File: config.mk
export PLATFORM = sky130hd
export DESIGN_NAME = antialiased_line_rasterizer_unit
export DESIGN_NICKNAME = d
export VERILOG_FILES = /design/src/design/alr_pkg.sv /design/src/design/alr_ctrl.sv /design/src/design/alr_dpath.sv /design/src/design/antialiased_line_rasterizer_unit.sv
export SDC_FILE = /design/constraint.sdc
export NUM_CORES = 1
export LEC_CHECK = 0
export BUFFER_PORTS_ARGS = -buffer_cell sky130_fd_sc_hd__buf_2
export CORE_MARGIN = 4
export CORE_UTILIZATION = 36
export DETAILED_ROUTE_END_ITERATION = 16
export HOLD_SLACK_MARGIN = 0.15
export PLACE_DENSITY_LB_ADDON = 0.3
export SLEW_MARGIN = 0
export SYNTH_ARGS = -nofsm -noshare
export SYNTH_HDL_FRONTEND = slang
export SYNTH_SLANG_ARGS = --single-unit
File: constraint.sdc
create_clock -name clk -period 10.5 [get_ports clk]
set_clock_uncertainty 0.1 [all_clocks]
set_input_delay 0.525 -clock clk [delete_from_list [all_inputs] [get_ports clk]]
set_output_delay 0.525 -clock clk [all_outputs]
set_load 0.01 [all_outputs]
File: src/design/alr_pkg.sv
// Shared types and constants for the anti-aliased line rasterizer.
`default_nettype none
package alr_pkg;
  localparam int CFG_W = 13;
  localparam int REG_IDX_W = 3;
  localparam int PIX_W = 14;

  localparam logic [REG_IDX_W-1:0] REG_ORIGIN_X = 3'd0;
  localparam logic [REG_IDX_W-1:0] REG_ORIGIN_Y = 3'd1;
  localparam logic [REG_IDX_W-1:0] REG_CLIP_LEFT = 3'd2;
  localparam logic [REG_IDX_W-1:0] REG_CLIP_TOP = 3'd3;
  localparam logic [REG_IDX_W-1:0] REG_CLIP_RIGHT = 3'd4;
  localparam logic [REG_IDX_W-1:0] REG_CLIP_BOTTOM = 3'd5;

  typedef enum logic [2:0] {
    ST_IDLE,
    ST_DIV,
    ST_AXIS,
    ST_WU
  } state_t;

  typedef enum logic [2:0] {
    PH_END0_LO = 3'd0,
    PH_END0_HI = 3'd1,
    PH_END1_LO = 3'd2,
    PH_END1_HI = 3'd3,
    PH_MID_LO = 3'd4,
    PH_MID_HI = 3'd5
  } phase_t;

  // controller -> datapath
  typedef struct packed {
    logic load;      // latch endpoints of a start beat
    logic div_step;  // one quotient bit
    logic emit;      // produce a plot into the output register
    logic advance;   // move along the line after a plot
    logic next_phase;
  } cmd_t;

  // datapath -> controller
  typedef struct packed {
    logic is_axis;
    logic div_done;
    logic last;
  } stat_t;
endpackage
`default_nettype wire

File: src/design/alr_ctrl.sv
// Controller state machine: sequences start, slope division and plot beats.
`default_nettype none
module alr_ctrl (
  input  wire logic          clk,
  input  wire logic          rst,
  input  wire logic          in_fire,
  input  wire logic          in_kind,
  input  wire logic          out_free,
  input  wire alr_pkg::stat_t stat,
  output alr_pkg::cmd_t      cmd,
  output logic               in_ready
);
  import alr_pkg::*;
  state_t state, state_next;

  always_ff @(posedge clk) begin
    if (rst) state <= ST_IDLE;
    else state <= state_next;
  end

  always_comb begin
    state_next = state;
    case (state)
      ST_IDLE, ST_AXIS, ST_WU: begin
        if (in_fire && !in_kind) state_next = ST_DIV;
        else if (in_fire && state != ST_IDLE && stat.last) state_next = ST_IDLE;
      end
      ST_DIV: begin
        if (stat.is_axis) state_next = ST_AXIS;
        else if (stat.div_done) state_next = ST_WU;
      end
      default: state_next = ST_IDLE;
    endcase
  end

  always_comb begin
    cmd = '0;
    in_ready = 1'b0;
    case (state)
      ST_IDLE: begin
        in_ready = out_free;
        cmd.load = in_fire && !in_kind;
      end
      ST_AXIS, ST_WU: begin
        in_ready = out_free;
        cmd.load = in_fire && !in_kind;
        cmd.emit = in_fire && in_kind;
        cmd.advance = in_fire && in_kind && !stat.last;
        cmd.next_phase = in_fire && in_kind;
      end
      ST_DIV: cmd.div_step = 1'b1;
      default: ;
    endcase
  end
endmodule
`default_nettype wire

File: src/design/alr_dpath.sv
// Datapath: endpoint setup, restoring slope divider, stepping and plot output.
`default_nettype none
module alr_dpath #(
  parameter int COORD_BITS = 12,
  parameter int FRAC_BITS = 16
) (
  input  wire logic                     clk,
  input  wire logic                     rst,
  input  wire alr_pkg::cmd_t            cmd,
  output alr_pkg::stat_t                stat,
  input  wire logic [11:0]              start_x,
  input  wire logic [11:0]              start_y,
  input  wire logic [11:0]              end_x,
  input  wire logic [11:0]              end_y,
  input  wire logic [7:0]               alpha,
  input  wire logic [alr_pkg::CFG_W-1:0] origin_x,
  input  wire logic [alr_pkg::CFG_W-1:0] origin_y,
  input  wire logic [alr_pkg::CFG_W-1:0] clip_left,
  input  wire logic [alr_pkg::CFG_W-1:0] clip_top,
  input  wire logic [alr_pkg::CFG_W-1:0] clip_right,
  input  wire logic [alr_pkg::CFG_W-1:0] clip_bottom,
  output logic [alr_pkg::PIX_W-1:0]     pixel_x,
  output logic [alr_pkg::PIX_W-1:0]     pixel_y,
  output logic [7:0]                    plot_alpha,
  output logic                          visible,
  output logic                          last
);
  import alr_pkg::*;
  localparam int CB = COORD_BITS;
  localparam int FB = FRAC_BITS;
  localparam int NB = CB + FB;      // dividend width
  localparam int QW = FB + 2;       // signed slope, +-1.0 fits
  localparam int CNT_W = $clog2(NB + 1);

  logic [CB-1:0] sx, sy, ex, ey;
  assign sx = start_x[CB-1:0];
  assign sy = start_y[CB-1:0];
  assign ex = end_x[CB-1:0];
  assign ey = end_y[CB-1:0];

  logic axis_mode, steep;
  logic [CB-1:0] major_pos, major_end, minor_end;
  logic [NB-1:0] minor_fixed;
  logic [QW-1:0] slope;
  logic [7:0] line_alpha;
  phase_t phase;

  logic [NB-1:0] div_num;
  logic [CB:0] div_rem;
  logic [CB-1:0] div_den;
  logic [QW-1:0] div_quo;
  logic div_neg;
  logic [CNT_W-1:0] div_cnt;

  // start setup
  logic [CB-1:0] ax0, ay0, ax1, ay1, adx, ady, mj0, mn0, mj1, mn1;
  logic st_steep, st_vert;
  always_comb begin
    adx = (sx > ex) ? sx - ex : ex - sx;
    ady = (sy > ey) ? sy - ey : ey - sy;
    st_steep = ady > adx;
    st_vert = (sx == ex);
    ax0 = st_steep ? sy : sx; ay0 = st_steep ? sx : sy;
    ax1 = st_steep ? ey : ex; ay1 = st_steep ? ex : ey;
    if (ax0 > ax1) begin
      mj0 = ax1; mn0 = ay1; mj1 = ax0; mn1 = ay0;
    end else begin
      mj0 = ax0; mn0 = ay0; mj1 = ax1; mn1 = ay1;
    end
  end

  logic [CB:0] rem_sh;
  always_comb rem_sh = {div_rem[CB-1:0], div_num[NB-1]};

  always_ff @(posedge clk) begin
    if (rst) begin
      axis_mode <= 1'b0; steep <= 1'b0; major_pos <= '0; major_end <= '0;
      minor_fixed <= '0; slope <= '0; phase <= PH_END0_LO; line_alpha <= '0;
      minor_end <= '0; div_cnt <= '0;
    end else begin
      if (cmd.load) begin
        line_alpha <= alpha;
        phase <= PH_END0_LO;
        div_cnt <= '0;
        div_rem <= '0;
        div_quo <= '0;
        if (sx == ex || sy == ey) begin
          axis_mode <= 1'b1;
          steep <= st_vert;
          minor_fixed <= {(st_vert ? sx : sy), {FB{1'b0}}};
          major_pos <= st_vert ? ((sy < ey) ? sy : ey) : ((sx < ex) ? sx : ex);
          major_end <= st_vert ? ((sy < ey) ? ey : sy) : ((sx < ex) ? ex : sx);
          slope <= '0;
        end else begin
          axis_mode <= 1'b0;
          steep <= st_steep;
          major_pos <= mj0; major_end <= mj1;
          minor_fixed <= {mn0, {FB{1'b0}}};
          minor_end <= mn1;
          div_neg <= mn1 < mn0;
          div_num <= {((mn1 < mn0) ? mn0 - mn1 : mn1 - mn0), {FB{1'b0}}};
          div_den <= mj1 - mj0;
        end
      end else if (cmd.div_step) begin
        div_cnt <= div_cnt + 1'b1;
        div_num <= {div_num[NB-2:0], 1'b0};
        if (rem_sh >= {1'b0, div_den}) begin
          div_rem <= rem_sh - {1'b0, div_den};
          div_quo <= {div_quo[QW-2:0], 1'b1};
        end else begin
          div_rem <= rem_sh;
          div_quo <= {div_quo[QW-2:0], 1'b0};
        end
        if (div_cnt == CNT_W'(NB - 1))
          slope <= div_neg ? QW'(0) - {div_quo[QW-2:0], (rem_sh >= {1'b0, div_den})}
                           : {div_quo[QW-2:0], (rem_sh >= {1'b0, div_den})};
      end else begin
        if (cmd.next_phase && !axis_mode) begin
          case (phase)
            PH_END0_LO: phase <= PH_END0_HI;
            PH_END0_HI: phase <= PH_END1_LO;
            PH_END1_LO: phase <= PH_END1_HI;
            PH_END1_HI: phase <= PH_MID_LO;
            PH_MID_LO: phase <= PH_MID_HI;
            default: phase <= PH_MID_LO;
          endcase
        end
        if (cmd.advance && (axis_mode || phase == PH_END1_HI || phase == PH_MID_HI)) begin
          major_pos <= major_pos + 1'b1;
          if (!axis_mode) minor_fixed <= minor_fixed + {{(NB-QW){slope[QW-1]}}, slope};
        end
      end
    end
  end

  logic near_end;
  assign near_end = ({1'b0, major_pos} + 1'b1) >= {1'b0, major_end};
  always_comb begin
    stat.is_axis = axis_mode;
    stat.div_done = (div_cnt == CNT_W'(NB));
    if (axis_mode) stat.last = major_pos >= major_end;
    else if (phase == PH_END1_HI || phase == PH_MID_HI) stat.last = near_end;
    else stat.last = 1'b0;
  end

  // plot generation
  logic [CB-1:0] mj, mn_int;
  logic [CB:0] mn;
  logic [8:0] wt;
  logic [7:0] f8;
  always_comb begin
    mn_int = minor_fixed[NB-1:FB];
    f8 = minor_fixed[FB-1:FB-8];
    mj = major_pos;
    mn = {1'b0, mn_int};
    wt = 9'd128;
    case (phase)
      PH_END0_LO: wt = 9'd128;
      PH_END0_HI: begin mn = {1'b0, mn_int} + 1'b1; wt = 9'd0; end
      PH_END1_LO: begin mj = major_end; mn = {1'b0, minor_end}; wt = 9'd128; end
      PH_END1_HI: begin mj = major_end; mn = {1'b0, minor_end} + 1'b1; wt = 9'd0; end
      PH_MID_LO: wt = 9'd256 - {1'b0, f8};
      default: begin mn = {1'b0, mn_int} + 1'b1; wt = {1'b0, f8}; end
    endcase
  end

  logic [CB:0] px, py;
  logic [PIX_W-1:0] tx, ty;
  logic [16:0] prod;
  always_comb begin
    px = steep ? mn : {1'b0, mj};
    py = steep ? {1'b0, mj} : mn;
    tx = PIX_W'(px) + {origin_x[CFG_W-1], origin_x};
    ty = PIX_W'(py) + {origin_y[CFG_W-1], origin_y};
    prod = line_alpha * wt;
  end

  always_ff @(posedge clk) begin
    if (cmd.emit) begin
      pixel_x <= tx;
      pixel_y <= ty;
      plot_alpha <= axis_mode ? line_alpha : prod[15:8];
      visible <= !tx[PIX_W-1] && !ty[PIX_W-1]
        && (tx[CFG_W-1:0] >= clip_left) && (tx[CFG_W-1:0] < clip_right)
        && (ty[CFG_W-1:0] >= clip_top) && (ty[CFG_W-1:0] < clip_bottom);
      last <= stat.last;
    end
  end
endmodule
`default_nettype wire

File: src/design/antialiased_line_rasterizer_unit.sv
// Top level of the anti-aliased line rasterizer.
// Input beats on s_axis: tuser = kind (0 start, 1 step), tdata holds the
// endpoints and alpha. A start beat produces no output. For a sloped line it
// is followed by a slope division (one quotient bit per cycle in a restoring
// divider); an axis line instead takes a setup step in the divide state.
// s_axis_tready is low during either. Each step beat produces one plot beat,
// registered and shown on m_axis in the cycle after it is taken; tlast
// marks the final plot of the line. Step beats flow one per cycle while the
// output register is empty or being drained; a stalled receiver holds the
// plot and s_axis_tready drops until it is taken. A step with no line running
// produces nothing. Clipped plots come out with visible = 0.
// Reset: clip rectangle 0..4096, origin 0, block idle. Configuration writes
// must be made only while idle; the block itself does not enforce this.
`default_nettype none
module antialiased_line_rasterizer_unit #(
  parameter int COORD_BITS = 12,
  parameter int FRAC_BITS = 16
) (
  input  wire logic        clk,
  input  wire logic        rst,
  input  wire logic        s_axis_tvalid,
  output logic             s_axis_tready,
  input  wire logic [55:0] s_axis_tdata,   // start_x, start_y, end_x, end_y, alpha
  input  wire logic        s_axis_tuser,   // kind
  output logic             m_axis_tvalid,
  input  wire logic        m_axis_tready,
  output logic [39:0]      m_axis_tdata,   // pixel_x, pixel_y, plot_alpha, pad
  output logic             m_axis_tuser,   // visible
  output logic             m_axis_tlast,   // last
  input  wire logic        cfg_we,
  input  wire logic [alr_pkg::REG_IDX_W-1:0] cfg_index,
  input  wire logic [alr_pkg::CFG_W-1:0]     cfg_data
);
  import alr_pkg::*;
  logic [CFG_W-1:0] origin_x, origin_y, clip_left, clip_top, clip_right, clip_bottom;
  always_ff @(posedge clk) begin
    if (rst) begin
      origin_x <= '0; origin_y <= '0; clip_left <= '0; clip_top <= '0;
      clip_right <= 13'd4096; clip_bottom <= 13'd4096;
    end else if (cfg_we) begin
      case (cfg_index)
        REG_ORIGIN_X: origin_x <= cfg_data;
        REG_ORIGIN_Y: origin_y <= cfg_data;
        REG_CLIP_LEFT: clip_left <= cfg_data;
        REG_CLIP_TOP: clip_top <= cfg_data;
        REG_CLIP_RIGHT: clip_right <= cfg_data;
        REG_CLIP_BOTTOM: clip_bottom <= cfg_data;
        default: ;
      endcase
    end
  end

  cmd_t cmd;
  stat_t stat;
  logic in_fire, out_free, ovalid;
  assign in_fire = s_axis_tvalid && s_axis_tready;
  assign out_free = !ovalid || m_axis_tready;

  alr_ctrl u_ctrl (
    .clk(clk), .rst(rst), .in_fire(in_fire), .in_kind(s_axis_tuser),
    .out_free(out_free), .stat(stat), .cmd(cmd), .in_ready(s_axis_tready)
  );

  logic [PIX_W-1:0] pixel_x, pixel_y;
  logic [7:0] plot_alpha;
  alr_dpath #(.COORD_BITS(COORD_BITS), .FRAC_BITS(FRAC_BITS)) u_dpath (
    .clk(clk), .rst(rst), .cmd(cmd), .stat(stat),
    .start_x(s_axis_tdata[11:0]), .start_y(s_axis_tdata[23:12]),
    .end_x(s_axis_tdata[35:24]), .end_y(s_axis_tdata[47:36]),
    .alpha(s_axis_tdata[55:48]),
    .origin_x(origin_x), .origin_y(origin_y), .clip_left(clip_left),
    .clip_top(clip_top), .clip_right(clip_right), .clip_bottom(clip_bottom),
    .pixel_x(pixel_x), .pixel_y(pixel_y), .plot_alpha(plot_alpha),
    .visible(m_axis_tuser), .last(m_axis_tlast)
  );

  always_ff @(posedge clk) begin
    if (rst) ovalid <= 1'b0;
    else if (cmd.emit) ovalid <= 1'b1;
    else if (m_axis_tready) ovalid <= 1'b0;
  end
  assign m_axis_tvalid = ovalid;
  assign m_axis_tdata = {4'b0000, plot_alpha, pixel_y, pixel_x};
endmodule
`default_nettype wire

==> results_dict.tcl <==
set metrics [dict create \
    synth_area_um2 24600 \
    layout-drive-gt1-share_pct 10.0 \
    setup_violations 0 \
    drt_wl_total_um 79600 \
    vias 22500 \
    syn_inst 3142 \
    finalCritPeriodShare_pct 95.9 \
    yosys.area_share.xor_xnor_pct 5.02 \
    crit_arrival_ns 10.20 \
    syn_avg_cell_area_um2 7.84 \
    power.internal_mw 4.34 \
    switching_power_mw 3.90 \
    cts_tree "done" \
    antenna_left 0 \
    synthSimpleGateAreaFrac_pct 17.6 \
    clkTransAtPathRegs_ns 0.06 \
    r2r_end "u_dpath.plot_alpha[7]$_DFFE_PP_" \
    wl_met1_um 36700 \
    ys.flop_type "dfxtp_1" \
    dr.pass1.iters 6 \
    grt_max_degree 84 \
    reg2reg_from "u_dpath.minor_fixed[8]$_SDFFE_PP0P_" \
    p_leak_nw 12.2 \
    die_y_um 270 \
    hold_slack_ns 0.200 \
    crit_top_cell "a21oi_1" \
    dp.cells 4051 \
    clock_latency_ns 0.55 \
    relSlewSlack_pct 27.3 \
    ios 122 \
    clockRootBuffer "clkbuf_16" \
    route.met3.wl_um 4780 \
    cp_slowest_cell "o311a_4" \
    irDropWorstVdd_uv 247 \
    grt_pass1_wl_um 123000 \
    cts_buffer_depth 3 \
    switching_share_pct 47.3 \
    finalCriticalPeriod_ns 10.07 \
    ys_seq_elements 273 \
    p_clk_share_pct 15.1 \
    yosysWarnings 0 \
    cts_made_buffers 34 \
    combinationalPowerShare_pct 68.3 \
    final-instance-count-excl-fill 4134 \
    fmax_mhz 99.3 \
    cp.required_ns 10.63 \
    grt_util_all_layers_pct 21.0 \
    p_per_area_nw_per_um2 297 \
    crit_start "s_axis_tdata[12]" \
    overflow 0 \
    fp.coreArea_um2 67500 \
    synth_top_family_by_area "compound AO/OA/AOI/OAI gates" \
    initial_utilization_pct 36.5 \
    end_kind "flop" \
    hold_viol_final 0 \
    gp_congestion 0.996 \
    r2r.worst_path.cells 28 \
    critPathKind "in2reg" \
    synth.area.mux_share_pct 4.07 \
    die_area_um2 72600 \
    status "complete, no violations" \
    nets 3626 \
    highest_layer "met4" \
    startpoint_type "input pin" \
    worst_pin_slew_ns 1.08 \
    critical_path.max_stage_delay_ns 0.45 \
    wl_met2_um 34600 \
    grt_pass1_vias 21400 \
    clock-sinks 273 \
    hpwlAfterDp_um 61000 \
    initialDrtViolationCount 1587 \
    critPathMaxFanout 9 \
    port_buffers 117 \
    vias_per_cell 5.44 \
    wl_per_cell_um 19.3 \
    final_max_slew_viol_count 0 \
    synthArstFlopShare_pct 0 \
    synth-adder-area-share_pct 17.5 \
    die_x_um 270 \
    area_growth_pct 12.8 \
    rrSetupSlack_ns 3.06 \
    synth-compound-area-share_pct 23.0 \
    antenna_found_initial 1 \
    drv_cap 0 \
    crit_end "u_dpath.div_num[23]$_DFFE_PP_" \
    cts.htree.levels 2 \
    synth.distinct_cells 82 \
    utilization_pct 41.1 \
    pwr-share-seq_pct 16.6 \
    ys_seq_area_share_pct 25.9 \
    post-route-drc-count 0 \
    hold_class "in2reg" \
    synth-edff-count 92 \
    num_rows 95 \
]
==> worst max-delay path: cells and delay by family <==
kind	cells	cell delay [ns]
buf+inv	8	1.26
compound gates	23	4.24
xor+xnor	2	0.27
fa+ha+maj	5	1.56
simple gates	7	1.10
mux	4	1.22
==> power groups by stage <==
stage,Sequential (mW),Combinational [mW],Clock [mW]
after global placement,1.39,5.36,0
after CTS,1.37,5.37,1.27
after floorplan,1.35,3.75,0
final,1.37,5.63,1.24
after detailed placement,1.39,5.33,0
after global routing,1.38,6.12,1.32
==> layer usage <==
metal  track usage, %  vias up
li1                 -    11200
met1             29.1    10500
met4             7.98        0
met5                0        -
met3             3.20      153
met2             33.1      666
==> state kept, by name (all words and copies together) (netlist names), 13 cells and up <==
name and cells:
clip_bottom 13, clip_left 13, clip_right 13, clip_top 13, origin_x 13, origin_y 13
u_dpath.div_quo 17, u_dpath.minor_fixed 28, u_dpath.pixel_x 14, u_dpath.pixel_y 14, u_dpath.slope 18
==> timing repair <==
action                                 in CTS  in global routing
setup endpoints to repair                   0                 10
buffers inserted                            0                 11
endpoints found under the hold margin       8                  0
resized for setup                           0                 16
hold buffers                                8                  0
==> worst min-delay path by stage <==
stage / slack (ns) / to / from / cells past startpoint
after floorplan: 0.33 / u_dpath.slope[6]$_SDFFE_PP0P_ / u_dpath.slope[6]$_SDFFE_PP0P_ / 2
after global placement: 0.34 / clip_right[11]$_SDFFE_PP0P_ / clip_right[11]$_SDFFE_PP0P_ / 2
after detailed placement: 0.35 / clip_bottom[6]$_SDFFE_PP0P_ / clip_bottom[6]$_SDFFE_PP0P_ / 2
after CTS: 0.17 / clip_left[12]$_SDFFE_PP0P_ / cfg_data[12] / 3
after global routing: 0.20 / clip_left[11]$_SDFFE_PP0P_ / cfg_data[11] / 3
final: 0.20 / clip_left[12]$_SDFFE_PP0P_ / cfg_data[12] / 3
==> metrics by stage <==
stage                     total power [mW]  setup TNS [ns]  area, um2  setup slack (ns)
after floorplan                       5.10               0      24600            0.0375
after global placement                6.75               0      26300             0.233
after detailed placement              6.72               0      26300            0.0871
after CTS                             8.02               0      27600             0.632
after global routing                  8.82         -0.0835      27800           -0.0371
final                                 8.24               0      27800             0.427
==> cells in the final DEF, fill, tap and decap left out, types with 42 or more instances in the layout <==
| cell type | n |
|---|---|
| nor2_1 | 218 |
| nand2_1 | 471 |
| o211ai_1 | 42 |
| mux2i_1 | 75 |
| inv_1 | 263 |
| xnor2_1 | 81 |
| a21oi_1 | 327 |
| o21ai_0 | 156 |
| and2_1 | 48 |
| buf_4 | 91 |
| xor2_1 | 60 |
| fa_1 | 50 |
| a211oi_1 | 56 |
| a21o_1 | 80 |
| edfxtp_1 | 92 |
| ha_1 | 264 |
| dfxtp_1 | 181 |
| buf_2 | 116 |
==> synthesized netlist by cell type, types with 28 or more instances <==
master | instances | area, um2
and3_1 | 36 | 225
inv_1 | 264 | 991
a21oi_1 | 332 | 1660
o21ai_0 | 160 | 801
dfxtp_1 | 181 | 3620
xnor2_1 | 81 | 709
o211ai_1 | 42 | 315
nand3_1 | 39 | 195
mux2i_1 | 75 | 751
edfxtp_1 | 92 | 2760
nor2_1 | 219 | 822
a21o_1 | 80 | 601
clkbuf_1 | 130 | 488
xor2_1 | 60 | 526
nand2b_1 | 28 | 175
o21a_1 | 29 | 218
fa_1 | 50 | 1000
a211oi_1 | 56 | 420
nand2_1 | 471 | 1770
and2_1 | 48 | 300
ha_1 | 264 | 3300
nor3_1 | 42 | 210
==> cell families (layout without fill, tap and decap cells) <==
| group | after synthesis | after routing |
|---|---|---|
| and+or+nand+nor | 980 | 980 |
| AOI/OAI and AO/OA | 904 | 905 |
| buffers and inverters | 432 | 546 |
| adders and majority gates | 315 | 315 |
| DFF | 273 | 273 |
| xor gates and xnor gates | 141 | 141 |
| muxes | 96 | 96 |
| other | 1 | 5 |
==> final cells by class <==
cell class                      count  area, um2
Timing Repair Buffer              219       1400
Sequential cell                   273       6390
Antenna cell                        1       2.50
Fill cell                        7028      39700
Clock buffer                       50       1060
Tap cell                          873       1090
Clock inverter                     12        140
Inverter                          265        995
Multi-Input combinational cell   2441      16700
Power figures use the tool's default switching activity.
